--- src/rtl/core/icmper_pkg.sv ---
// Shared types, constants and helpers for the ICMP receive path and echo responder.
// Depends on nothing; used by every module under rtl/core.
package icmper_pkg;

    localparam int COUNT_W     = 11;
    localparam int CFG_INDEX_W = 8;
    localparam int CFG_DATA_W  = 64;
    localparam int QDEPTH      = 2;

    localparam logic [COUNT_W-1:0] MAX_MSG_BYTES_DEF = 11'd1480;
    localparam logic [COUNT_W-1:0] COUNT_MAX         = 11'd2047;
    localparam logic [COUNT_W-1:0] HDR_LAST_POS      = 11'd7;
    localparam logic [COUNT_W-1:0] BODY_START_POS    = 11'd4;

    localparam logic [15:0] ECHO_IDENT = 16'h4b4f;
    localparam logic [15:0] SUM_GOOD   = 16'hffff;

    localparam logic [7:0] T_ECHO_REPLY = 8'd0;
    localparam logic [7:0] T_UNREACH    = 8'd3;
    localparam logic [7:0] T_ECHO_REQ   = 8'd8;
    localparam logic [7:0] T_TIME_EXC   = 8'd11;

    localparam logic [3:0] V_MID       = 4'd0;
    localparam logic [3:0] V_DROP      = 4'd1;
    localparam logic [3:0] V_REPLY     = 4'd2;
    localparam logic [3:0] V_TOO_LONG  = 4'd3;
    localparam logic [3:0] V_MATCHED   = 4'd4;
    localparam logic [3:0] V_UNMATCHED = 4'd5;
    localparam logic [3:0] V_UNREACH   = 4'd6;
    localparam logic [3:0] V_TIME_EXC  = 4'd7;
    localparam logic [3:0] V_OTHER     = 4'd8;

    localparam logic [CFG_INDEX_W-1:0] REG_WAITER_ARMED = 8'd0;
    localparam logic [CFG_INDEX_W-1:0] REG_WAITER_DEST  = 8'd1;
    localparam logic [CFG_INDEX_W-1:0] REG_WAITER_SEQ   = 8'd2;
    localparam logic [CFG_INDEX_W-1:0] REG_WAITER_SENT  = 8'd3;

    // One classified byte on its way from front to back.
    // kind carries V_MATCHED for an echo reply with our identifier: the back end
    // settles it against the waiter.
    typedef struct packed {
        logic [7:0]  reply_byte;
        logic        is_last;
        logic [3:0]  kind;
        logic [15:0] csum;
        logic [15:0] seq;
        logic [31:0] src;
        logic [63:0] now;
    } item_t;

    // Ones'-complement add with end-around carry
    function automatic logic [15:0] oc_add(input logic [15:0] s, input logic [15:0] v);
        logic [16:0] t;
        t = {1'b0, s} + {1'b0, v};
        return t[15:0] + {15'd0, t[16]};
    endfunction

endpackage

--- src/rtl/core/icmp_receive_echo_responder.sv ---
// Top level of the ICMP receive path with echo responder.
// Depends on icmper_pkg, icmper_front, icmper_queue and icmper_back.
//
//  Channel  Handshake              Payload
//  in       in_valid / in_ready    data_byte, last_byte, source_addr, now_tick
//  out      out_valid / out_ready  reply_byte, reply_last, verdict, reply_checksum,
//                                  round_trip, match_count
//  cfg      cfg_valid / cfg_ready  cfg_index, cfg_data (always ready)
//
//  One byte per cycle while the queue has room; each byte needs two 16-bit end-around-carry
//  adds in the front end (whole message and body), and the back end does one 64-bit subtract per result.
//  After its byte is accepted, a result passes through the queue, then the output register.
//  Reset clears all message state, the waiter registers and the match count.
//  A stalled output fills the two-entry queue; in_ready drops only when it is full.
module icmp_receive_echo_responder #(
    parameter logic [icmper_pkg::COUNT_W-1:0] MAX_MSG_BYTES = icmper_pkg::MAX_MSG_BYTES_DEF
) (
    input  logic                               clk,
    input  logic                               rst_n,
    input  logic                               in_valid,
    output logic                               in_ready,
    input  logic [7:0]                         data_byte,
    input  logic                               last_byte,
    input  logic [31:0]                        source_addr,
    input  logic [63:0]                        now_tick,
    output logic                               out_valid,
    input  logic                               out_ready,
    output logic [7:0]                         reply_byte,
    output logic                               reply_last,
    output logic [3:0]                         verdict,
    output logic [15:0]                        reply_checksum,
    output logic [63:0]                        round_trip,
    output logic [31:0]                        match_count,
    input  logic                               cfg_valid,
    output logic                               cfg_ready,
    input  logic [icmper_pkg::CFG_INDEX_W-1:0] cfg_index,
    input  logic [icmper_pkg::CFG_DATA_W-1:0]  cfg_data
);
    import icmper_pkg::*;

    logic  push_valid, push_ready;
    logic  pop_valid, pop_ready;
    item_t push_item, pop_item;

    assign cfg_ready = 1'b1;

    icmper_front #(
        .MAX_MSG_BYTES (MAX_MSG_BYTES)
    ) u_front (
        .clk         (clk),
        .rst_n       (rst_n),
        .in_valid    (in_valid),
        .in_ready    (in_ready),
        .data_byte   (data_byte),
        .last_byte   (last_byte),
        .source_addr (source_addr),
        .now_tick    (now_tick),
        .push_valid  (push_valid),
        .push_ready  (push_ready),
        .push_item   (push_item)
    );

    icmper_queue u_queue (
        .clk        (clk),
        .rst_n      (rst_n),
        .push_valid (push_valid),
        .push_ready (push_ready),
        .push_item  (push_item),
        .pop_valid  (pop_valid),
        .pop_ready  (pop_ready),
        .pop_item   (pop_item)
    );

    icmper_back u_back (
        .clk            (clk),
        .rst_n          (rst_n),
        .cfg_valid      (cfg_valid),
        .cfg_index      (cfg_index),
        .cfg_data       (cfg_data),
        .pop_valid      (pop_valid),
        .pop_ready      (pop_ready),
        .pop_item       (pop_item),
        .out_valid      (out_valid),
        .out_ready      (out_ready),
        .reply_byte     (reply_byte),
        .reply_last     (reply_last),
        .verdict        (verdict),
        .reply_checksum (reply_checksum),
        .round_trip     (round_trip),
        .match_count    (match_count)
    );

endmodule

--- src/rtl/core/icmper_front.sv ---
// Front end: takes message bytes, keeps checksums and header fields, classifies
// the last byte. Depends on icmper_pkg.
module icmper_front #(
    parameter logic [icmper_pkg::COUNT_W-1:0] MAX_MSG_BYTES = icmper_pkg::MAX_MSG_BYTES_DEF
) (
    input  logic                clk,
    input  logic                rst_n,
    input  logic                in_valid,
    output logic                in_ready,
    input  logic [7:0]          data_byte,
    input  logic                last_byte,
    input  logic [31:0]         source_addr,
    input  logic [63:0]         now_tick,
    output logic                push_valid,
    input  logic                push_ready,
    output icmper_pkg::item_t   push_item
);
    import icmper_pkg::*;

    logic [COUNT_W-1:0] byte_count_reg, byte_count_next;
    logic [15:0]        sum_all_reg, sum_all_next;
    logic [15:0]        sum_body_reg, sum_body_next;
    logic [7:0]         msg_type_reg, msg_type_next;
    logic [7:0]         msg_code_reg, msg_code_next;
    logic [15:0]        ident_reg, ident_next;
    logic [15:0]        seq_reg, seq_next;

    logic [COUNT_W-1:0] pos;
    logic [15:0]        word_val;
    logic [15:0]        sum_all_upd, sum_body_upd;
    logic               accept;

    assign pos        = byte_count_reg;
    assign accept     = in_valid && in_ready;
    assign in_ready   = push_ready;
    assign push_valid = in_valid;

    // even offsets are high bytes, odd offsets low; a saturated count is odd
    assign word_val    = pos[0] ? {8'd0, data_byte} : {data_byte, 8'd0};
    assign sum_all_upd = oc_add(sum_all_reg, word_val);
    assign sum_body_upd = (pos >= BODY_START_POS) ? oc_add(sum_body_reg, word_val)
                                                  : sum_body_reg;

    always_comb
    begin
        logic [7:0]  typ;
        logic [7:0]  cod;
        logic [15:0] idn;
        logic [15:0] sq;

        typ = (pos == 11'd0) ? data_byte : msg_type_reg;
        cod = (pos == 11'd1) ? data_byte : msg_code_reg;
        idn = ident_reg;
        sq  = seq_reg;
        if (pos == 11'd4) idn[15:8] = data_byte;
        if (pos == 11'd5) idn[7:0]  = data_byte;
        if (pos == 11'd6) sq[15:8]  = data_byte;
        if (pos == 11'd7) sq[7:0]   = data_byte;

        push_item.reply_byte = (pos inside {11'd0, 11'd2, 11'd3}) ? 8'd0 : data_byte;
        push_item.is_last    = last_byte;
        push_item.csum       = 16'd0;
        push_item.seq        = sq;
        push_item.src        = source_addr;
        push_item.now        = now_tick;
        push_item.kind       = V_MID;

        if (last_byte)
        begin
            if (pos < HDR_LAST_POS || sum_all_upd != SUM_GOOD)
                push_item.kind = V_DROP;
            else if (typ == T_ECHO_REQ && cod == 8'd0)
            begin
                // length above limit: pos + 1 > MAX
                if (pos >= MAX_MSG_BYTES)
                    push_item.kind = V_TOO_LONG;
                else
                begin
                    push_item.kind = V_REPLY;
                    push_item.csum = ~sum_body_upd;
                end
            end
            else if (typ == T_ECHO_REPLY && cod == 8'd0)
                push_item.kind = (idn == ECHO_IDENT) ? V_MATCHED : V_UNMATCHED;
            else if (typ == T_UNREACH)
                push_item.kind = V_UNREACH;
            else if (typ == T_TIME_EXC)
                push_item.kind = V_TIME_EXC;
            else
                push_item.kind = V_OTHER;
        end

        byte_count_next = byte_count_reg;
        sum_all_next    = sum_all_reg;
        sum_body_next   = sum_body_reg;
        msg_type_next   = msg_type_reg;
        msg_code_next   = msg_code_reg;
        ident_next      = ident_reg;
        seq_next        = seq_reg;
        if (accept)
        begin
            if (last_byte)
            begin
                byte_count_next = '0;
                sum_all_next    = '0;
                sum_body_next   = '0;
                msg_type_next   = '0;
                msg_code_next   = '0;
                ident_next      = '0;
                seq_next        = '0;
            end
            else
            begin
                if (byte_count_reg < COUNT_MAX)
                    byte_count_next = byte_count_reg + 11'd1;
                sum_all_next  = sum_all_upd;
                sum_body_next = sum_body_upd;
                msg_type_next = typ;
                msg_code_next = cod;
                ident_next    = idn;
                seq_next      = sq;
            end
        end
    end

    always_ff @(posedge clk or negedge rst_n)
    begin
        if (!rst_n)
        begin
            byte_count_reg <= '0;
            sum_all_reg    <= '0;
            sum_body_reg   <= '0;
            msg_type_reg   <= '0;
            msg_code_reg   <= '0;
            ident_reg      <= '0;
            seq_reg        <= '0;
        end
        else
        begin
            byte_count_reg <= byte_count_next;
            sum_all_reg    <= sum_all_next;
            sum_body_reg   <= sum_body_next;
            msg_type_reg   <= msg_type_next;
            msg_code_reg   <= msg_code_next;
            ident_reg      <= ident_next;
            seq_reg        <= seq_next;
        end
    end

    a_clear_after_last: assert property (@(posedge clk) disable iff (!rst_n)
        accept && last_byte |=> byte_count_reg == '0 && sum_all_reg == '0)
        else $error("message state not cleared after last byte");

endmodule

--- src/rtl/core/icmper_queue.sv ---
// Short request queue between front and back end, built from flops.
// Depends on icmper_pkg (item_t, QDEPTH).
module icmper_queue (
    input  logic              clk,
    input  logic              rst_n,
    input  logic              push_valid,
    output logic              push_ready,
    input  icmper_pkg::item_t push_item,
    output logic              pop_valid,
    input  logic              pop_ready,
    output icmper_pkg::item_t pop_item
);
    import icmper_pkg::*;

    localparam int PTR_W = (QDEPTH > 1) ? $clog2(QDEPTH) : 1;
    localparam int CNT_W = $clog2(QDEPTH + 1);
    localparam logic [PTR_W-1:0] PTR_LAST = PTR_W'(QDEPTH - 1);
    localparam logic [CNT_W-1:0] CNT_FULL = CNT_W'(QDEPTH);

    item_t            slot_reg [QDEPTH];
    logic [PTR_W-1:0] wr_ptr_reg, wr_ptr_next;
    logic [PTR_W-1:0] rd_ptr_reg, rd_ptr_next;
    logic [CNT_W-1:0] count_reg, count_next;
    logic             do_push, do_pop;

    assign push_ready = (count_reg != CNT_FULL);
    assign pop_valid  = (count_reg != '0);
    assign pop_item   = slot_reg[rd_ptr_reg];
    assign do_push    = push_valid && push_ready;
    assign do_pop     = pop_valid && pop_ready;

    always_comb
    begin
        wr_ptr_next = wr_ptr_reg;
        rd_ptr_next = rd_ptr_reg;
        count_next  = count_reg;
        if (do_push)
            wr_ptr_next = (wr_ptr_reg == PTR_LAST) ? '0 : wr_ptr_reg + PTR_W'(1);
        if (do_pop)
            rd_ptr_next = (rd_ptr_reg == PTR_LAST) ? '0 : rd_ptr_reg + PTR_W'(1);
        if (do_push && !do_pop)
            count_next = count_reg + CNT_W'(1);
        else if (do_pop && !do_push)
            count_next = count_reg - CNT_W'(1);
    end

    always_ff @(posedge clk)
    begin
        if (do_push)
            slot_reg[wr_ptr_reg] <= push_item;
    end

    always_ff @(posedge clk or negedge rst_n)
    begin
        if (!rst_n)
        begin
            wr_ptr_reg <= '0;
            rd_ptr_reg <= '0;
            count_reg  <= '0;
        end
        else
        begin
            wr_ptr_reg <= wr_ptr_next;
            rd_ptr_reg <= rd_ptr_next;
            count_reg  <= count_next;
        end
    end

    a_count_bound: assert property (@(posedge clk) disable iff (!rst_n)
        count_reg <= CNT_FULL)
        else $error("queue count beyond depth");

endmodule

--- src/rtl/core/icmper_back.sv ---
// Back end: waiter registers, echo reply matching, round-trip time, match count
// and the output register. Depends on icmper_pkg.
module icmper_back (
    input  logic                               clk,
    input  logic                               rst_n,
    input  logic                               cfg_valid,
    input  logic [icmper_pkg::CFG_INDEX_W-1:0] cfg_index,
    input  logic [icmper_pkg::CFG_DATA_W-1:0]  cfg_data,
    input  logic                               pop_valid,
    output logic                               pop_ready,
    input  icmper_pkg::item_t                  pop_item,
    output logic                               out_valid,
    input  logic                               out_ready,
    output logic [7:0]                         reply_byte,
    output logic                               reply_last,
    output logic [3:0]                         verdict,
    output logic [15:0]                        reply_checksum,
    output logic [63:0]                        round_trip,
    output logic [31:0]                        match_count
);
    import icmper_pkg::*;

    logic        armed_reg;
    logic [31:0] dest_reg;
    logic [15:0] wseq_reg;
    logic [63:0] sent_reg;

    logic        out_valid_reg, out_valid_next;
    logic [7:0]  byte_reg;
    logic        last_reg;
    logic [3:0]  verdict_reg, verdict_next;
    logic [15:0] csum_reg;
    logic [63:0] rtt_reg, rtt_next;
    logic [31:0] count_reg, count_next;
    logic        load, hit;

    assign pop_ready = !out_valid_reg || out_ready;
    assign load      = pop_valid && pop_ready;
    assign hit       = armed_reg && pop_item.src == dest_reg && pop_item.seq == wseq_reg;

    always_comb
    begin
        verdict_next = pop_item.kind;
        rtt_next     = '0;
        count_next   = count_reg;
        if (pop_item.kind == V_MATCHED)
        begin
            if (hit)
            begin
                rtt_next = pop_item.now - sent_reg;
                if (load)
                    count_next = count_reg + 32'd1;
            end
            else
                verdict_next = V_UNMATCHED;
        end

        if (load)
            out_valid_next = 1'b1;
        else if (out_ready)
            out_valid_next = 1'b0;
        else
            out_valid_next = out_valid_reg;
    end

    // waiter registers; the user must write them only while the block is idle, the block does not enforce it
    always_ff @(posedge clk or negedge rst_n)
    begin
        if (!rst_n)
        begin
            armed_reg <= 1'b0;
            dest_reg  <= '0;
            wseq_reg  <= '0;
            sent_reg  <= '0;
        end
        else if (cfg_valid)
        begin
            case (cfg_index)
                REG_WAITER_ARMED: armed_reg <= cfg_data[0];
                REG_WAITER_DEST:  dest_reg  <= cfg_data[31:0];
                REG_WAITER_SEQ:   wseq_reg  <= cfg_data[15:0];
                REG_WAITER_SENT:  sent_reg  <= cfg_data;
                default:          ;
            endcase
        end
    end

    always_ff @(posedge clk or negedge rst_n)
    begin
        if (!rst_n)
        begin
            out_valid_reg <= 1'b0;
            count_reg     <= '0;
        end
        else
        begin
            out_valid_reg <= out_valid_next;
            count_reg     <= count_next;
        end
    end

    always_ff @(posedge clk)
    begin
        if (load)
        begin
            byte_reg    <= pop_item.reply_byte;
            last_reg    <= pop_item.is_last;
            verdict_reg <= verdict_next;
            csum_reg    <= pop_item.csum;
            rtt_reg     <= rtt_next;
        end
    end

    assign out_valid      = out_valid_reg;
    assign reply_byte     = byte_reg;
    assign reply_last     = last_reg;
    assign verdict        = verdict_reg;
    assign reply_checksum = csum_reg;
    assign round_trip     = rtt_reg;
    assign match_count    = count_reg;

    a_count_step: assert property (@(posedge clk) disable iff (!rst_n)
        load && verdict_next == V_MATCHED |=> count_reg == $past(count_reg) + 32'd1)
        else $error("match count did not advance on a matched reply");

    a_count_hold: assert property (@(posedge clk) disable iff (!rst_n)
        !(load && verdict_next == V_MATCHED) |=> count_reg == $past(count_reg))
        else $error("match count moved without a matched reply");

    a_rtt_only_matched: assert property (@(posedge clk) disable iff (!rst_n)
        out_valid_reg && verdict_reg != V_MATCHED |-> rtt_reg == '0)
        else $error("round trip set on a non-matched result");

endmodule
--- config.mk ---
export PLATFORM = sky130hd
export DESIGN_NAME = icmp_receive_echo_responder
export DESIGN_NICKNAME = d
export VERILOG_FILES = /design/src/rtl/core/icmper_pkg.sv /design/src/rtl/core/icmp_receive_echo_responder.sv /design/src/rtl/core/icmper_front.sv /design/src/rtl/core/icmper_queue.sv /design/src/rtl/core/icmper_back.sv
export SDC_FILE = /design/constraint.sdc
export NUM_CORES = 1
export LEC_CHECK = 0
export ABC_CLOCK_PERIOD_IN_PS = 6900
export BUFFER_PORTS_ARGS = -buffer_cell sky130_fd_sc_hd__buf_2
export CORE_ASPECT_RATIO = 1.1
export CORE_MARGIN = 3
export CORE_UTILIZATION = 54
export DETAILED_ROUTE_END_ITERATION = 8
export PLACE_DENSITY = 0.77
export SYNTH_ARGS = -nofsm -noshare
export SYNTH_HDL_FRONTEND = slang
export SYNTH_HIERARCHICAL = 1
export SYNTH_SLANG_ARGS = --single-unit
--- constraint.sdc ---
create_clock -name clk -period 6.9 [get_ports clk]
set_clock_uncertainty 0.15 [all_clocks]
set_input_delay 1.035 -clock clk [delete_from_list [all_inputs] [get_ports clk]]
set_output_delay 1.035 -clock clk [all_outputs]
set_load 0.01 [all_outputs]
# Word-level counts from Yosys, hierarchy flattened
# Memories as Yosys holds them, arrays and structs flattened.
# Index checks and enable logic that the tools add are counted.
[totals]
ramBits = 282
reg_bits = 334
mem_count = 1
[mem_list]
columns = ["memory", "words", "width", "read_ports", "rd_clocked_by_memory_dff", "wr", "line_no", "text"]
rows = [
  ["u_queue.slot_reg", 2, 141, 1, 0, 1, "icmper_queue.sv:20", "item_t slot_reg [QDEPTH];"],
]
[op_classes]
eq_ne = 19
mux = 38
order_cmp = 4
n_bitwise = 1
add_sub_neg = 11
n_reduce_logical = 29
[op_table]
columns = ["cell", "count"]
rows = [
  ["$mux W16", 9],
  ["$mux W8", 9],
  ["$sub A64 B64 Y64", 1],
  ["$eq A11 B3 Y1 const B", 4],
  ["$add A16 B16 Y17", 2],
  ["$add A16 B1 Y16", 2],
  ["$add A32 B1 Y32 const B", 1],
  ["$eq A32 B32 Y1", 1],
  ["$mux W4", 7],
  ["$eq A8 B2 Y1 const B", 3],
  ["$logic_not A8 Y1", 3],
  ["$eq A11 B2 Y1 const B", 2],
  ["$mux W11", 2],
  ["$mux W20", 1],
  ["$eq A16 B15 Y1 const B", 1],
  ["$eq A16 B16 Y1", 1],
  ["$eq A8 B4 Y1 const B", 2],
  ["$ne A16 B16 Y1 const B", 1],
  ["$not A16 Y16", 1],
  ["$reduce_and A2 Y1", 6],
  ["$add A11 B1 Y11 const B", 1],
  ["$eq A11 B1 Y1 const B", 1],
  ["$ge A11 B11 Y1 const B", 1],
  ["$ge A11 B3 Y1 const B", 1],
  ["other kinds (17)", 39],
]

# Longest topological paths before layout
[logic_depth]
word_depth = 9
depth_mapped = 29

# Hierarchy
# The synthesis kept the hierarchy.
[modules_own_cells]
columns = ["mod", "cells_per_inst", "area_each_um2", "n_inst"]
rows = [
  ["icmper_back", 1264, 13431.6, 1],
  ["icmper_queue", 457, 10692.8, 1],
  ["icmper_front", 1123, 8984.9, 1],
  ["icmp_receive_echo_responder", 2, 11.3, 1],
]

# Least setup slack after synthesis
# OpenSTA, ideal clock, no wires.
[synth_path]
kind = "in2reg"
start = "input port in_valid"
end = "memory u_queue/slot_reg[0][0] (netlist bit) (enable)"
path_buffers = 1
required_time_ns = 6.107
cell_stages = 3
arrival_ns = 7.067
setup_ns = 0.643
slack_ns = -0.960
path_cell_list = "buf_4 nand2_1 nor2_1"
[synth_via]
elab_chain_len = 3
[synth_rtl]
columns = ["item", "line_no", "text"]
rows = [
  ["start, declared", "icmp_receive_echo_responder.sv:20", "input logic in_valid,"],
  ["$logic_and A1 B1 Y1", "icmper_queue.sv:29", "assign do_push = push_valid && push_ready;"],
  ["$mux W1", "icmper_queue.sv:49", "if (do_push)"],
  ["$mux W1 (implied by the code)", "icmper_queue.sv:50", "slot_reg[wr_ptr_reg] <= push_item;"],
  ["end, declared", "icmper_queue.sv:20", ""],
]
# Every way passes these cells.

==> metrics.md <==
| Metric | Value |
|---|---|
| Min-delay worst type | in -> async |
| Fraction of layout cells with a size suffix above 1 | 25.24% |
| Post-CTS setup buffer count | 0 |
| IO buf count | 308 |
| Cells after DPL | 3,770 |
| Top_reg_cell synth | edfxtp_1 |
| Clock root buffer | clkbuf_16 |
| CTS tree | yes |
| Synth Net Count | 3,116 |
| Total CTS buffers | 61 |
| Hold Buf Count CTS | 0 |
| P_leak | 15.19 nW |
| Worst setup path class | reg -> reg |
| Vias/cell | 5.958 |
| Worst slew margin | 28.42% |
| Period Utilization, post-route | 87.04% |
| DRC | 0 |
| Drt wl/cell | 22.37 um |
| Critical path endpoint category | register |
| Mux cell area share after synthesis | 10.27% |
| Pin count of the biggest net entering global routing | 157 |
| Period minus WS final | 6.006 ns |
| Antenna violations before repair | 14 |
| Synth Area in Simple Gates | 11.31% |
| Ys async rst share | 39.12% |
| Avg Synthesized Cell Area | 11.64 um^2 |
| Vias in the first global route | 23,450 |
| Most frequent cells in the layout | edfxtp_1 (375), buf_2 (307), dfrtp_1 (239) |
| Crit path arrival time | 6.24 ns |
| Layout Cells excl Fill | 3,900 |
| WP data required | 7.14 ns |
| Layout area overhead | 11.27% |
| RSZ-0062 raised after global routing | no |
| Worst-margin pin slew | 1.074 ns |
| YS warnings | 6 |
| H-tree levels | 2 |
| Total track usage | 26.52% |
| Yosys cell types | 108 |
| Starting Density | 55.00% |
| Die Area | 64,340 um^2 |
| Drt first pass iters | 5 |
| Slew Limit Fails | 0 |
| Worst-path clk slew | 0.06 ns |
| Worst-Skew Late Latency | 0.61 ns |
| First-pass GRT wire length | 134,100 um |
| Syn Inst Count | 2,846 |
| Fmax | 166.5 MHz |
| GPL Wtd Cong | 0.9643 |
| Resize count post-CTS | 0 |
| Status | complete, no violations |
| Max_cap viols | 0 |
| Final nets | 3,287 |
| I/O Pins | 310 |
| Multi-input logic area | 14,060 um^2 |
| Max reg flops | 282 |
| Detailed placer's ending HPWL | 62,830 um |
| Drt initial violations | 1,715 |
| Max IR drop VDD | 0.3748 mV |
| Filler instances | 4,753 |
| Global route overflow | 0 |
| Number of enable flip-flop cells after synthesis | 375 |
| Combinational family with the most area after synthesis | compound AO/OA/AOI/OAI gates |
| Die span in x | 242.1 um |
| Area taken by flip-flops and latches | 17,300 um^2 |
| Post-synthesis sequential area ratio | 52.21% |
| CTS sink count | 616 |
| Routed WL | 87,230 um |
| Total negative slack | 0 ns |
| Total Power | 0.01485 W |
| Synth Area in Compound Gates | 11.52% |
| Yosys reg bits | 616 |
| Via Count | 23,240 |
| Endpoints failing setup | 0 |
| Synth Area in XOR/XNOR | 5.738% |
| Cell area after synthesis | 33,120 um^2 |
| Post-Synth Adder-Cell Area | 3.498% |
| Row count | 94 |
| Commonest non-fill, non-tap cell in the layout | edfxtp_1 |
| Final ANT Viol Nets | 0 |
| Critical path startpoint category | register |
| Final Hold Viols | 0 |
| CP Max Fanout | 46 |
| Pwr dens | 402.9 nW/um^2 |
| DIE HEIGHT | 265.7 um |
| Maximum clock path buffer count | 3 |
| Core ar. | 60,220 um^2 |
[power breakdown]
| group | internal, W | switching [W] |
|---|---|---|
| Combinational | 0.00236 | 0.00359 |
| Sequential | 0.00489 | 0.000495 |
| Clock | 0.00208 | 0.00144 |
[cell families (layout without fill, tap and decap cells)]
group,count (synthesis),in the layout
simple gates,735,735
buf+inv,346,570
compound gates,566,566
xor+xnor,213,213
mux,276,276
flops,616,616
other cells,1,15
fa+ha+maj,93,93
[cell type report]
cell class                      count  share of cell area, %
Inverter                          107                  1.097
Sequential cell                   616                  46.94
Multi-Input combinational cell   1884                  38.15
Tap cell                          816                  2.771
Antenna cell                       14                0.09507
Clock inverter                     37                  1.209
Timing Repair Buffer              347                  5.140
Clock buffer                       79                  4.604
[through the flow]
step	hold WS, ns	instance area (um^2)	utilization (%)	setup slack, ns
final	0.2871	36850	61.20	0.8944
after detailed placement	0.3290	34670	57.58	0.6514
after floorplan	0.3051	33120	-	0.4904
after CTS	0.3012	36820	61.14	0.9172
after global placement	0.3183	34670	57.58	0.7070
after global routing	0.3229	36840	61.17	0.3409
[critical path, stage by stage (launching register included)]
cell,delay [ns]
dfrtp_2,0.56
buf_4,0.46
nand2_1,0.29
o22ai_1,0.43
a21boi_0,0.36
nor2_1,0.20
a2111o_1,0.46
nand2_1,0.10
o21ai_0,0.07
a21boi_0,0.17
o21ai_0,0.09
nand2b_1,0.13
ha_1,0.19
ha_1,0.17
nand2_1,0.07
buf_4,0.15
nor4_1,0.25
xnor2_1,0.14
nor4_1,0.34
o2111a_2,0.30
nand4_4,0.24
a2111oi_2,0.44
[per-layer routing]
metal | global-route usage (%) | vias to the layer above | wire [um]
met5 | 0 | - | 0
met4 | 10.37 | 0 | 3422
met3 | 3.684 | 205 | 5146
met2 | 47.28 | 858 | 44570
met1 | 32.81 | 11480 | 34100
li1 | - | 10700 | -
[worst paths after layout]
check	start	to	slack, ns	cells past startpoint
setup / recovery	u_front/byte_count_reg[0]	u_queue/slot_reg[1][126]	0.89	21
hold / removal	rst_n	u_front/sum_all_reg[4]	0.29	1
setup reg to reg	u_front/byte_count_reg[0]	u_queue/slot_reg[1][126]	0.89	21
hold reg to reg	u_back/match_count[4]	u_back/match_count[4]	0.34	1
max in group asynchronous	rst_n	u_back/sent_reg[21]	4.92	2
min in group clk	u_back/match_count[4]	u_back/match_count[4]	0.34	1
[cells in the mapped netlist (87+ instances only)]
master,instances,area share [%]
ha_1,87,3.3
nor2_1,174,2.0
edfxtp_1,375,34
inv_1,106,1.2
clkbuf_1,92,1.0
dfrtp_1,241,18
o21ai_0,123,1.9
xnor2_1,121,3.2
nand2_1,183,2.1
xor2_1,89,2.4
a21oi_1,140,2.1
mux2_2,190,6.5
buf_4,101,2.3
No activity file was read; power rests on OpenSTA's default activity.
